==> config.mk <==
export PLATFORM = sky130hd
export DESIGN_NAME = sweep_pulse_timing_decoder_top
export DESIGN_NICKNAME = d
export VERILOG_FILES = /design/src/spt_pkg.sv /design/src/spt_ram.sv /design/src/spt_classifier.sv /design/src/sweep_pulse_timing_decoder_top.sv
export SDC_FILE = /design/constraint.sdc
export NUM_CORES = 2
export LEC_CHECK = 0
export BUFFER_PORTS_ARGS = -buffer_cell sky130_fd_sc_hd__buf_2
export CORE_MARGIN = 2
export CORE_UTILIZATION = 55
export CTS_CLUSTER_DIAMETER = 200
export DETAILED_ROUTE_END_ITERATION = 10
export GPL_ROUTABILITY_DRIVEN = 1
export GPL_TIMING_DRIVEN = 0
export HOLD_SLACK_MARGIN = 0.15
export PLACE_DENSITY = 0.68
export RECOVER_POWER = 100
export SYNTH_ARGS = -nofsm -noshare
export SYNTH_HDL_FRONTEND = slang
export SYNTH_SLANG_ARGS = --single-unit
==> constraint.sdc <==
create_clock -name clk -period 7.62 [get_ports clk]
set_input_delay 0 -clock clk [delete_from_list [all_inputs] [get_ports clk]]
set_output_delay 0 -clock clk [all_outputs]
set_load 0.01 [all_outputs]
==> src/spt_pkg.sv <==
// Shared types, codes and constants for the sweep pulse timing decoder.
`default_nettype none
package spt_pkg;

  localparam int MAX_SENSORS_DEF = 8;
  localparam int TS_W            = 32;
  localparam int CENTRE_W        = 21;  // base (20b) + 7 * step (16b) fits here
  localparam int CFG_ADDR_W      = 3;
  localparam int CFG_DATA_W      = 24;

  localparam logic [TS_W:0] ACCEPT_MARGIN = 33'd10000;
  localparam logic [7:0]    FRAME_MARK    = 8'hff;
  localparam logic [7:0]    ID_OFFSET     = 8'd2;

  // register indexes on the config port
  localparam logic [CFG_ADDR_W-1:0] CFG_SYNC_BASE    = 3'd0;
  localparam logic [CFG_ADDR_W-1:0] CFG_SYNC_STEP    = 3'd1;
  localparam logic [CFG_ADDR_W-1:0] CFG_HALF_WIDTH   = 3'd2;
  localparam logic [CFG_ADDR_W-1:0] CFG_SWEEP_PERIOD = 3'd3;
  localparam logic [CFG_ADDR_W-1:0] CFG_SENSOR_COUNT = 3'd4;

  localparam logic [19:0] SYNC_BASE_RST    = 20'd6000;
  localparam logic [15:0] SYNC_STEP_RST    = 16'd1000;
  localparam logic [15:0] HALF_WIDTH_RST   = 16'd500;
  localparam logic [23:0] SWEEP_PERIOD_RST = 24'd800000;
  localparam logic [3:0]  SENSOR_COUNT_RST = 4'd8;

  // pulse classes
  localparam logic [1:0] PT_START   = 2'd0;
  localparam logic [1:0] PT_SYNC    = 2'd1;
  localparam logic [1:0] PT_SWEEP   = 2'd2;
  localparam logic [1:0] PT_OUTLIER = 2'd3;

  // item kinds
  localparam logic KIND_EDGE  = 1'b0;
  localparam logic KIND_FRAME = 1'b1;

  typedef struct packed {
    logic            kind;
    logic [2:0]      sensor_index;
    logic            level;
    logic [TS_W-1:0] timestamp;
  } in_item_t;

  typedef struct packed {
    logic       result_kind;
    logic [1:0] pulse_type;
    logic       skip_bit;
    logic       rotor_bit;
    logic       data_bit;
    logic [7:0] frame_byte;
    logic       last;
  } out_item_t;

  // classifier result toward the control logic
  typedef struct packed {
    logic       done;
    logic [1:0] ptype;
    logic [2:0] code;
  } cls_res_t;

endpackage
`default_nettype wire

==> src/spt_ram.sv <==
// Simple dual-port synchronous RAM, one write and one registered read port.
`default_nettype none
module spt_ram #(
  parameter int DEPTH = 8,
  parameter int WIDTH = 32,
  localparam int AW   = (DEPTH > 1) ? $clog2(DEPTH) : 1
) (
  input  wire logic             clk,
  input  wire logic             we,
  input  wire logic [AW-1:0]    waddr,
  input  wire logic [WIDTH-1:0] wdata,
  input  wire logic             re,
  input  wire logic [AW-1:0]    raddr,
  output logic      [WIDTH-1:0] rdata
);

  logic [WIDTH-1:0] mem [DEPTH];

  always_ff @(posedge clk) begin
    if (we) begin
      mem[waddr] <= wdata;
    end
  end

  always_ff @(posedge clk) begin
    if (re) begin
      rdata <= mem[raddr];
    end
  end

endmodule
`default_nettype wire

==> src/spt_classifier.sv <==
// Iterative pulse width classifier: walks the eight sync windows, one a cycle.
`default_nettype none
module spt_classifier
  import spt_pkg::*;
(
  input  wire logic            clk,
  input  wire logic            rst_n,
  input  wire logic            start,
  input  wire logic [TS_W-1:0] len,
  input  wire logic [19:0]     base,
  input  wire logic [15:0]     step,
  input  wire logic [15:0]     half,
  output cls_res_t             res
);

  logic                busy_r;
  logic [2:0]          k_r;
  logic [CENTRE_W-1:0] centre_r;
  logic [TS_W-1:0]     len_r;
  logic [TS_W:0]       lh_r;      // len + half, so the low bound needs no sign
  logic [CENTRE_W:0]   upper;
  logic                hit;

  // window is [centre - half, centre + half)
  assign upper = {1'b0, centre_r} + (CENTRE_W + 1)'(half);
  assign hit   = (lh_r >= (TS_W + 1)'(centre_r)) && ({1'b0, len_r} < (TS_W + 1)'(upper));

  always_ff @(posedge clk) begin
    if (!rst_n) begin
      busy_r <= 1'b0;
    end else if (start) begin
      busy_r <= 1'b1;
    end else if (res.done) begin
      busy_r <= 1'b0;
    end
  end

  always_ff @(posedge clk) begin
    if (start) begin
      k_r      <= '0;
      centre_r <= CENTRE_W'(base);
      len_r    <= len;
      lh_r     <= {1'b0, len} + (TS_W + 1)'(half);
    end else if (busy_r) begin
      k_r      <= k_r + 3'd1;
      centre_r <= centre_r + CENTRE_W'(step);
    end
  end

  always_comb begin
    res.done  = busy_r && (hit || (k_r == 3'd7));
    res.code  = hit ? k_r : 3'd0;
    if (hit) begin
      res.ptype = PT_SYNC;
    end else if (lh_r < (TS_W + 1)'(base)) begin
      res.ptype = PT_SWEEP;
    end else begin
      res.ptype = PT_OUTLIER;
    end
  end

`ifndef ASSERT_OFF
  a_done_only_busy: assert property (@(posedge clk) disable iff (!rst_n)
    res.done |-> busy_r)
    else $error("classifier done while idle");
  a_no_restart_busy: assert property (@(posedge clk) disable iff (!rst_n)
    (busy_r && !res.done) |-> !start)
    else $error("classifier restarted mid-search");
  a_done_ends_busy: assert property (@(posedge clk) disable iff (!rst_n)
    (res.done && !start) |=> !busy_r)
    else $error("classifier stays busy after done");
`endif

endmodule
`default_nettype wire

==> src/sweep_pulse_timing_decoder_top.sv <==
// Top level of the sweep pulse timing decoder: control, state and memories.
// Rising edge: the start result is loaded into the result register as the item is taken;
//   falling edge: RAM read, width compute, 1 to 8 window checks in the classifier, result load.
// Frame request: 3 header bytes, then for each marked sensor a RAM read + 5 bytes.
// One item in flight; the next item is taken the cycle after its last result is loaded.
// rst_n (sync, active low) clears control, config and the start/mark valid bits;
//   delay RAM contents are not cleared and need no clearing pass.
`default_nettype none
module sweep_pulse_timing_decoder_top
  import spt_pkg::*;
#(
  parameter int MAX_SENSORS = MAX_SENSORS_DEF
) (
  input  wire logic                  clk,
  input  wire logic                  rst_n,
  input  wire logic                  in_valid,
  output logic                       in_stall,
  input  wire in_item_t              in_data,
  output logic                       out_valid,
  input  wire logic                  out_stall,
  output out_item_t                  out_data,
  input  wire logic                  cfg_we,
  input  wire logic [CFG_ADDR_W-1:0] cfg_addr,
  input  wire logic [CFG_DATA_W-1:0] cfg_wdata
);

  localparam int IDX_W = (MAX_SENSORS > 1) ? $clog2(MAX_SENSORS) : 1;

  typedef enum logic [6:0] {
    ST_IDLE = 7'b0000001,
    ST_LEN  = 7'b0000010,  // start time arrives from RAM, width computed
    ST_CLS  = 7'b0000100,  // classifier walks windows
    ST_EMIT = 7'b0001000,  // pulse result waits for the output register
    ST_FHDR = 7'b0010000,  // frame marks and meta byte
    ST_FSEL = 7'b0100000,  // pick next marked sensor, read its delay
    ST_FDAT = 7'b1000000   // id byte and four delay bytes
  } state_t;

  state_t state_r, state_nxt;

  // config registers
  logic [19:0] base_r;
  logic [15:0] step_r;
  logic [15:0] half_r;
  logic [23:0] period_r;
  logic [3:0]  count_r;

  // per-item context
  in_item_t         item_r;
  logic [IDX_W-1:0] sidx_r;
  logic [TS_W-1:0]  start_r;
  logic [TS_W-1:0]  delay_r;
  out_item_t        res_r;

  // sync tracking
  logic [2:0]      latest_r;
  logic [2:0]      prev_r;
  logic [TS_W-1:0] sync_start_r;
  logic            armed_r;
  logic [7:0]      run_r;
  logic            station_r;

  // per-sensor flags (flops); start times and delays in RAM
  logic [MAX_SENSORS-1:0] edge_vld_r;
  logic [MAX_SENSORS-1:0] seen_r;
  logic [MAX_SENSORS-1:0] pend_r;
  logic [MAX_SENSORS-1:0] pend_clr;
  logic [MAX_SENSORS-1:0] nmask;
  logic [IDX_W-1:0]       sel_r;
  logic [IDX_W-1:0]       first_idx;
  logic [2:0]             bcnt_r;

  // output register
  logic      out_valid_r;
  out_item_t out_data_r;
  logic      out_free;
  logic      out_load;
  out_item_t out_nxt;

  logic             in_acc;
  logic             in_ok;
  logic [IDX_W-1:0] in_sidx;
  logic [TS_W-1:0]  edge_rdata;
  logic [TS_W-1:0]  delay_rdata;
  logic [TS_W-1:0]  start_val;
  logic [TS_W-1:0]  len_val;
  cls_res_t         cls;
  logic             sweep_take;
  logic             frame_end;

  assign in_stall  = (state_r != ST_IDLE);
  assign in_acc    = in_valid && !in_stall;
  assign in_sidx   = IDX_W'(in_data.sensor_index);
  // indexes past the sensor array are dropped without a result
  assign in_ok     = ({1'b0, in_data.sensor_index} < 4'(MAX_SENSORS));
  assign out_valid = out_valid_r;
  assign out_data  = out_data_r;
  assign out_free  = !out_valid_r || !out_stall;

  // sensors below the configured count; counts above the array clamp naturally
  always_comb begin
    for (int i = 0; i < MAX_SENSORS; i++) begin
      nmask[i] = (4'(i) < count_r);
    end
  end

  // lowest pending sensor of the frame
  always_comb begin
    first_idx = '0;
    for (int i = MAX_SENSORS - 1; i >= 0; i--) begin
      if (pend_r[i]) begin
        first_idx = IDX_W'(i);
      end
    end
  end

  always_comb begin
    pend_clr         = pend_r;
    pend_clr[sel_r]  = 1'b0;
  end

  // ---------------------------------------------------------------- memories
  spt_ram #(.DEPTH(MAX_SENSORS), .WIDTH(TS_W)) u_edge_ram (
    .clk   (clk),
    .we    (in_acc && (in_data.kind == KIND_EDGE) && in_ok && in_data.level),
    .waddr (in_sidx),
    .wdata (in_data.timestamp),
    .re    (in_acc && (in_data.kind == KIND_EDGE) && in_ok && !in_data.level),
    .raddr (in_sidx),
    .rdata (edge_rdata)
  );

  spt_ram #(.DEPTH(MAX_SENSORS), .WIDTH(TS_W)) u_delay_ram (
    .clk   (clk),
    .we    (sweep_take),
    .waddr (sidx_r),
    .wdata (delay_r),
    .re    (state_r == ST_FSEL),
    .raddr (first_idx),
    .rdata (delay_rdata)
  );

  // never-written start entries read as zero
  assign start_val = edge_vld_r[sidx_r] ? edge_rdata : '0;
  assign len_val   = item_r.timestamp - start_val;

  spt_classifier u_cls (
    .clk   (clk),
    .rst_n (rst_n),
    .start (state_r == ST_LEN),
    .len   (len_val),
    .base  (base_r),
    .step  (step_r),
    .half  (half_r),
    .res   (cls)
  );

  // sweep accepted: unmarked sensor, armed, delay + margin below period
  assign sweep_take = (state_r == ST_CLS) && cls.done && (cls.ptype == PT_SWEEP) &&
                      !seen_r[sidx_r] && armed_r &&
                      (({1'b0, delay_r} + ACCEPT_MARGIN) < (TS_W + 1)'(period_r));

  // --------------------------------------------------------------- config
  always_ff @(posedge clk) begin
    if (!rst_n) begin
      base_r   <= SYNC_BASE_RST;
      step_r   <= SYNC_STEP_RST;
      half_r   <= HALF_WIDTH_RST;
      period_r <= SWEEP_PERIOD_RST;
      count_r  <= SENSOR_COUNT_RST;
    end else if (cfg_we) begin
      unique case (cfg_addr)
        CFG_SYNC_BASE:    base_r   <= cfg_wdata[19:0];
        CFG_SYNC_STEP:    step_r   <= cfg_wdata[15:0];
        CFG_HALF_WIDTH:   half_r   <= cfg_wdata[15:0];
        CFG_SWEEP_PERIOD: period_r <= cfg_wdata[23:0];
        CFG_SENSOR_COUNT: count_r  <= cfg_wdata[3:0];
        default: ;
      endcase
    end
  end

  // --------------------------------------------------------- output byte mux
  always_comb begin
    out_nxt = '0;
    out_load = 1'b0;
    frame_end = 1'b0;
    unique case (state_r)
      ST_EMIT: begin
        out_nxt  = res_r;
        out_load = out_free;
      end
      ST_FHDR: begin
        out_nxt.result_kind = 1'b1;
        out_nxt.frame_byte  = (bcnt_r == 3'd2) ? {4'd0, station_r, prev_r} : FRAME_MARK;
        out_nxt.last        = (bcnt_r == 3'd2) && (pend_r == '0);
        out_load            = out_free;
        frame_end           = out_free && out_nxt.last;
      end
      ST_FDAT: begin
        out_nxt.result_kind = 1'b1;
        case (bcnt_r)
          3'd0:    out_nxt.frame_byte = 8'(sel_r) + ID_OFFSET;
          3'd1:    out_nxt.frame_byte = delay_rdata[31:24];
          3'd2:    out_nxt.frame_byte = delay_rdata[23:16];
          3'd3:    out_nxt.frame_byte = delay_rdata[15:8];
          default: out_nxt.frame_byte = delay_rdata[7:0];
        endcase
        out_nxt.last = (bcnt_r == 3'd4) && (pend_clr == '0);
        out_load     = out_free;
        frame_end    = out_free && out_nxt.last;
      end
      ST_IDLE, ST_LEN, ST_CLS, ST_FSEL: ;
      default: ;
    endcase
  end

  always_ff @(posedge clk) begin
    if (!rst_n) begin
      out_valid_r <= 1'b0;
    end else if (out_load) begin
      out_valid_r <= 1'b1;
    end else if (!out_stall) begin
      out_valid_r <= 1'b0;
    end
  end

  always_ff @(posedge clk) begin
    if (out_load) begin
      out_data_r <= out_nxt;
    end
  end

  // ------------------------------------------------------------ next state
  always_comb begin
    state_nxt = state_r;
    unique case (state_r)
      ST_IDLE: begin
        if (in_acc) begin
          if (in_data.kind == KIND_FRAME) begin
            state_nxt = ST_FHDR;
          end else if (in_ok) begin
            state_nxt = in_data.level ? ST_EMIT : ST_LEN;
          end
        end
      end
      ST_LEN:  state_nxt = ST_CLS;
      ST_CLS:  if (cls.done) state_nxt = ST_EMIT;
      ST_EMIT: if (out_free) state_nxt = ST_IDLE;
      ST_FHDR: begin
        if (out_free && (bcnt_r == 3'd2)) begin
          state_nxt = (pend_r == '0) ? ST_IDLE : ST_FSEL;
        end
      end
      ST_FSEL: state_nxt = ST_FDAT;
      ST_FDAT: begin
        if (out_free && (bcnt_r == 3'd4)) begin
          state_nxt = (pend_clr == '0) ? ST_IDLE : ST_FSEL;
        end
      end
      default: state_nxt = ST_IDLE;
    endcase
  end

  always_ff @(posedge clk) begin
    if (!rst_n) begin
      state_r <= ST_IDLE;
    end else begin
      state_r <= state_nxt;
    end
  end

  // ------------------------------------------------------------ item context
  always_ff @(posedge clk) begin
    if (in_acc) begin
      item_r <= in_data;
      sidx_r <= in_sidx;
    end
    if (state_r == ST_LEN) begin
      start_r <= start_val;
      delay_r <= item_r.timestamp - sync_start_r;
    end
    // rising edge: start result right away
    if (in_acc) begin
      res_r.result_kind <= 1'b0;
      res_r.pulse_type  <= PT_START;
      res_r.skip_bit    <= 1'b0;
      res_r.rotor_bit   <= 1'b0;
      res_r.data_bit    <= 1'b0;
      res_r.frame_byte  <= '0;
      res_r.last        <= 1'b1;
    end else if ((state_r == ST_CLS) && cls.done) begin
      res_r.pulse_type <= cls.ptype;
      res_r.skip_bit   <= cls.code[2];
      res_r.rotor_bit  <= cls.code[1];
      res_r.data_bit   <= cls.code[0];
    end
  end

  // frame walk counters
  always_ff @(posedge clk) begin
    if (!rst_n) begin
      bcnt_r <= '0;
      pend_r <= '0;
      sel_r  <= '0;
    end else begin
      if (in_acc) begin
        bcnt_r <= '0;
        pend_r <= seen_r & nmask;
      end else if (state_r == ST_FSEL) begin
        bcnt_r <= '0;
        sel_r  <= first_idx;
      end else if (out_load && (state_r == ST_FHDR)) begin
        bcnt_r <= bcnt_r + 3'd1;
      end else if (out_load && (state_r == ST_FDAT)) begin
        bcnt_r <= bcnt_r + 3'd1;
        if (bcnt_r == 3'd4) begin
          pend_r <= pend_clr;
        end
      end
    end
  end

  // ------------------------------------------------------ persistent state
  always_ff @(posedge clk) begin
    if (!rst_n) begin
      edge_vld_r   <= '0;
      seen_r       <= '0;
      latest_r     <= '0;
      prev_r       <= '0;
      sync_start_r <= '0;
      armed_r      <= 1'b0;
      run_r        <= '0;
      station_r    <= 1'b0;
    end else begin
      if (in_acc && (in_data.kind == KIND_EDGE) && in_ok && in_data.level) begin
        edge_vld_r[in_sidx] <= 1'b1;
      end
      if ((state_r == ST_CLS) && cls.done) begin
        if (cls.ptype == PT_SYNC) begin
          prev_r       <= latest_r;
          latest_r     <= cls.code;
          sync_start_r <= start_r;
          armed_r      <= 1'b1;
          if (run_r != 8'hff) begin
            run_r <= run_r + 8'd1;
          end
        end else if (cls.ptype == PT_SWEEP) begin
          if (seen_r[sidx_r]) begin
            armed_r <= 1'b0;   // repeat sweep on a marked sensor disarms
          end else if (sweep_take) begin
            station_r      <= (run_r <= 8'd1);
            run_r          <= '0;
            seen_r[sidx_r] <= 1'b1;
          end
        end
      end
      if (frame_end) begin
        seen_r <= seen_r & ~nmask;
      end
    end
  end

`ifndef ASSERT_OFF
  a_cls_in_cls: assert property (@(posedge clk) disable iff (!rst_n)
    cls.done |-> (state_r == ST_CLS))
    else $error("classifier result outside the classify phase");
  a_fsel_pending: assert property (@(posedge clk) disable iff (!rst_n)
    (state_r == ST_FSEL) |-> (pend_r != '0))
    else $error("frame sensor select with nothing pending");
  a_frame_clears: assert property (@(posedge clk) disable iff (!rst_n)
    frame_end |=> ((seen_r & nmask) == '0))
    else $error("marks remain after frame end");
  a_out_hold: assert property (@(posedge clk) disable iff (!rst_n)
    (out_valid_r && out_stall) |-> !out_load)
    else $error("result register overwritten while stalled");
  a_pend_subset: assert property (@(posedge clk) disable iff (!rst_n)
    (state_r == ST_FDAT) |-> pend_r[sel_r])
    else $error("frame emits a sensor that is not pending");
`endif

endmodule
`default_nettype wire

==> results_dict.tcl <==
set metrics [dict create \
    synth_flop_cell "edfxtp_1" \
    cp_slowest_stage_delay_ns 0.57 \
    cts_root_buf "clkbuf_16" \
    synth_top_area_share_pct 54.30 \
    hold_viol_final 0 \
    rsz0062_at_grt "no" \
    violations "max-capacitance violations, max-slew violations" \
    fp.dieArea_sq_um 80170 \
    critical_path.endpoint_type "flop" \
    top_regs "u_delay_ram.mem: 256 flops, u_edge_ram.mem: 256 flops, u_cls.lh_r: 33 flops" \
    vias_per_cell 6.037 \
    ant_nets 0 \
    clk_pin_slew_worst_paths_ns 0.06 \
    drt_iter0_markers 2870 \
    synth_edf_count 775 \
    crit_buf_inv 2 \
    dp_cells 4395 \
    power.leakage_uw 0.01753 \
    dp_hpwl_um 79570 \
    yosysMostFrequentCell "edfxtp_1" \
    die_x_um 283.2 \
    synthCells 3245 \
    grt_pass1_wl_um 167400 \
    p_total_uw 11720 \
    std_cell_rows 102 \
    hp-class "in2reg" \
    clk_latency_ns 0.69 \
    wl_per_cell_um 23.73 \
    cts_sinks 951 \
    numCtsBuffers 96 \
    fin_cells 4672 \
    syn2layout_area_growth_pct 14.21 \
    io_buffers 84 \
    max_cap_violations 4 \
    vdd_drop_max_v 0.0002312 \
    critPathLaunchType "flop" \
    grt-ovfl-total 0 \
    vias 28205 \
    setup_viol 0 \
    tns_ns 0 \
    start_util_pct 55.42 \
    arrival_ns 7.44 \
    synth_top_area_cell "edfxtp_1" \
    power-per-cell-area_nw_per_um2 239.4 \
    antenna_found_initial 2 \
    worstPathRequired_ns 7.95 \
    track_usage_pct 27.40 \
    drive_gt1_share_pct 8.264 \
    die_height_um 283.2 \
    final_nets 3836 \
    grt_pass1_vias 28545 \
    maxSlewHeadroom_pct -150.0 \
    ys_types 86 \
    drc_errors 0 \
    crit_path_frequent_cell "o21ai_0" \
    cts_tree "done" \
    fin_crit_ns 7.109 \
    design.portCount 86 \
    coreArea_sq_um 77340 \
    async_flop_share_pct 0 \
    criticalPathCategory "reg2reg" \
    crit_chain "inv_1 > fa_1 > nor2b_1 > o21ai_0 > a21boi_0 > o21ai_0 > a21boi_0 > o2111ai_1 > a31oi_1 > a211o_1 > a21oi_1 > nor3_1 > xnor2_1 > ha_1 > nand3_1 > or3_1 > o22ai_1 > o21ai_0 > nor3_4 > nand2_1 > nor2_4 > clkbuf_4" \
    synth_area_leaders "edfxtp_1 54%, dfxtp_1 8.2%, ha_1 6.1%" \
    synth_common_cells "775 x edfxtp_1, 284 x nand2_1, 209 x ha_1" \
    synth.cell_area_sq_um 42860 \
    htree_levels 3 \
    fin_skew_ns 0.05186 \
    yosys_register_bits 951 \
    dr.pass1.iters 6 \
    ys_seq_area_share_pct 62.52 \
    grt_max_degree 70 \
    synth_fp_nets 3528 \
    avgSynthCellArea_sq_um 13.21 \
    slowest_stage "nor3_4" \
    crit_family "compound AO/OA/AOI/OAI gates" \
    routed_wl_um 110900 \
    clock_path_buffers 3 \
    ys_warn_count 0 \
    routabilityCongestion 0.9616 \
    final_max_slew_viol_count 133 \
    final.fill_count 5808 \
    status "finished with violations" \
    worst-path-max-fanout 18 \
    worstMarginPinSlew_ns 3.750 \
    max_freq_ghz 0.1407 \
    post-route-period-util_pct 93.29 \
]
-- metrics by stage --
| stage | util, % | hold WS, ns | cell area, sq um | worst slack [ns] |
|---|---|---|---|---|
| 6_report | 63.29 | 0.1976 | 48950 | 0.5114 |
| 5_1_grt | 63.29 | 0.2067 | 48950 | 0.07987 |
| 4_1_cts | 63.84 | 0.1552 | 49370 | 0.4199 |
| 3_5_place_dp | 58.40 | 0.2246 | 45170 | 0.5035 |
| 3_3_place_gp | 57.64 | 0.2208 | 44580 | -2.664 |
| 2_1_floorplan | - | 0.09887 | 42860 | 0.7727 |
-- metal layers --
metal	vias up	GRT usage (%)	wire length, um
met5	-	0	0
met2	1193	46.22	53720
li1	12818	-	-
met1	13947	35.75	44940
met4	0	10.20	3916
met3	247	4.630	8284
-- final cells by class --
class	count	area, sq um	area share [%]
Multi-Input combinational cell	1983	14880	30.40
Buffer	120	454.2	0.9278
Tap cell	1040	1301	2.658
Sequential cell	951	26800	54.74
Inverter	191	716.9	1.465
Clock buffer	129	2650	5.414
Clock inverter	46	553.0	1.130
Timing Repair Buffer	210	1593	3.254
Antenna cell	2	5.005	0.01022
-- where the power goes --
| group | switching [uW] | total (uW) | internal, uW |
|---|---|---|---|
| logic | 734 | 1180 | 443 |
| clock network | 2010 | 4740 | 2730 |
| registers | 65.1 | 5800 | 5730 |
-- cell families (layout without fill, tap and decap cells) --
group,Yosys count,count (layout),share of synthesized area [%]
other,0,2,0
adder cells (fa/ha/maj),214,214,6.335
AND/OR/NAND/NOR,811,811,9.359
AO/OA/AOI/OAI,673,673,10.77
XOR/XNOR,134,134,2.738
buffers and inverters,311,696,2.770
multiplexers,151,151,5.509
flip-flops,951,951,62.52
-- path summary, 6_finish.rpt --
| check | startpoint | endpoint | slack [ns] | depth (start not counted) |
|---|---|---|---|---|
| hold / removal | in_data[32] | state_r[1] | 0.20 | 4 |
| hold reg to reg | res_r[9] | res_r[9] | 0.46 | 2 |
| setup / recovery | u_cls.centre_r[1] | u_delay_ram.mem[6][23] | 0.51 | 22 |
| setup reg to reg | u_cls.centre_r[1] | u_delay_ram.mem[6][23] | 0.51 | 22 |
-- placed cells by master, fill, tap and decap left out, drive strengths merged, types with 8 or more instances in the layout --
master	netlist	layout
inv	191	194
and4	9	9
nor3	35	35
clkbuf	107	312
mux4	64	64
xnor2	101	101
a21oi	132	132
nand4	54	54
nor2b	66	66
nor2	133	133
clkinv	0	34
edfxtp	775	775
o21ai	92	92
mux2i	51	51
nand2	284	284
dlygate4sd3	0	100
bufinv	0	8
xor2	33	33
nand2b	30	30
nand3b	10	10
and3	30	30
a21o	61	61
nand3	71	71
a211oi	12	12
o21bai	11	11
mux2	36	36
and2	31	31
buf	13	47
a22oi	138	138
dfxtp	176	176
a21boi	71	71
o21a	34	34
ha	209	209
or3	19	19
o211ai	24	24
o22ai	8	8
nor4	13	13
a31oi	20	20
-- repair_timing --
item	CTS	global route
hold buffers	100	0
buffers inserted	0	0
resized for setup	0	2
endpoints found under the hold margin	434	0
endpoints found under the setup margin	0	2
-- worst min-delay path, cell delays in order --
cell	delay, ns
dlygate4sd3_1	0.53
buf_2	0.11
nor3_1	0.05
and2_1	0.14
Note: power is estimated with default switching activity, not from simulation.
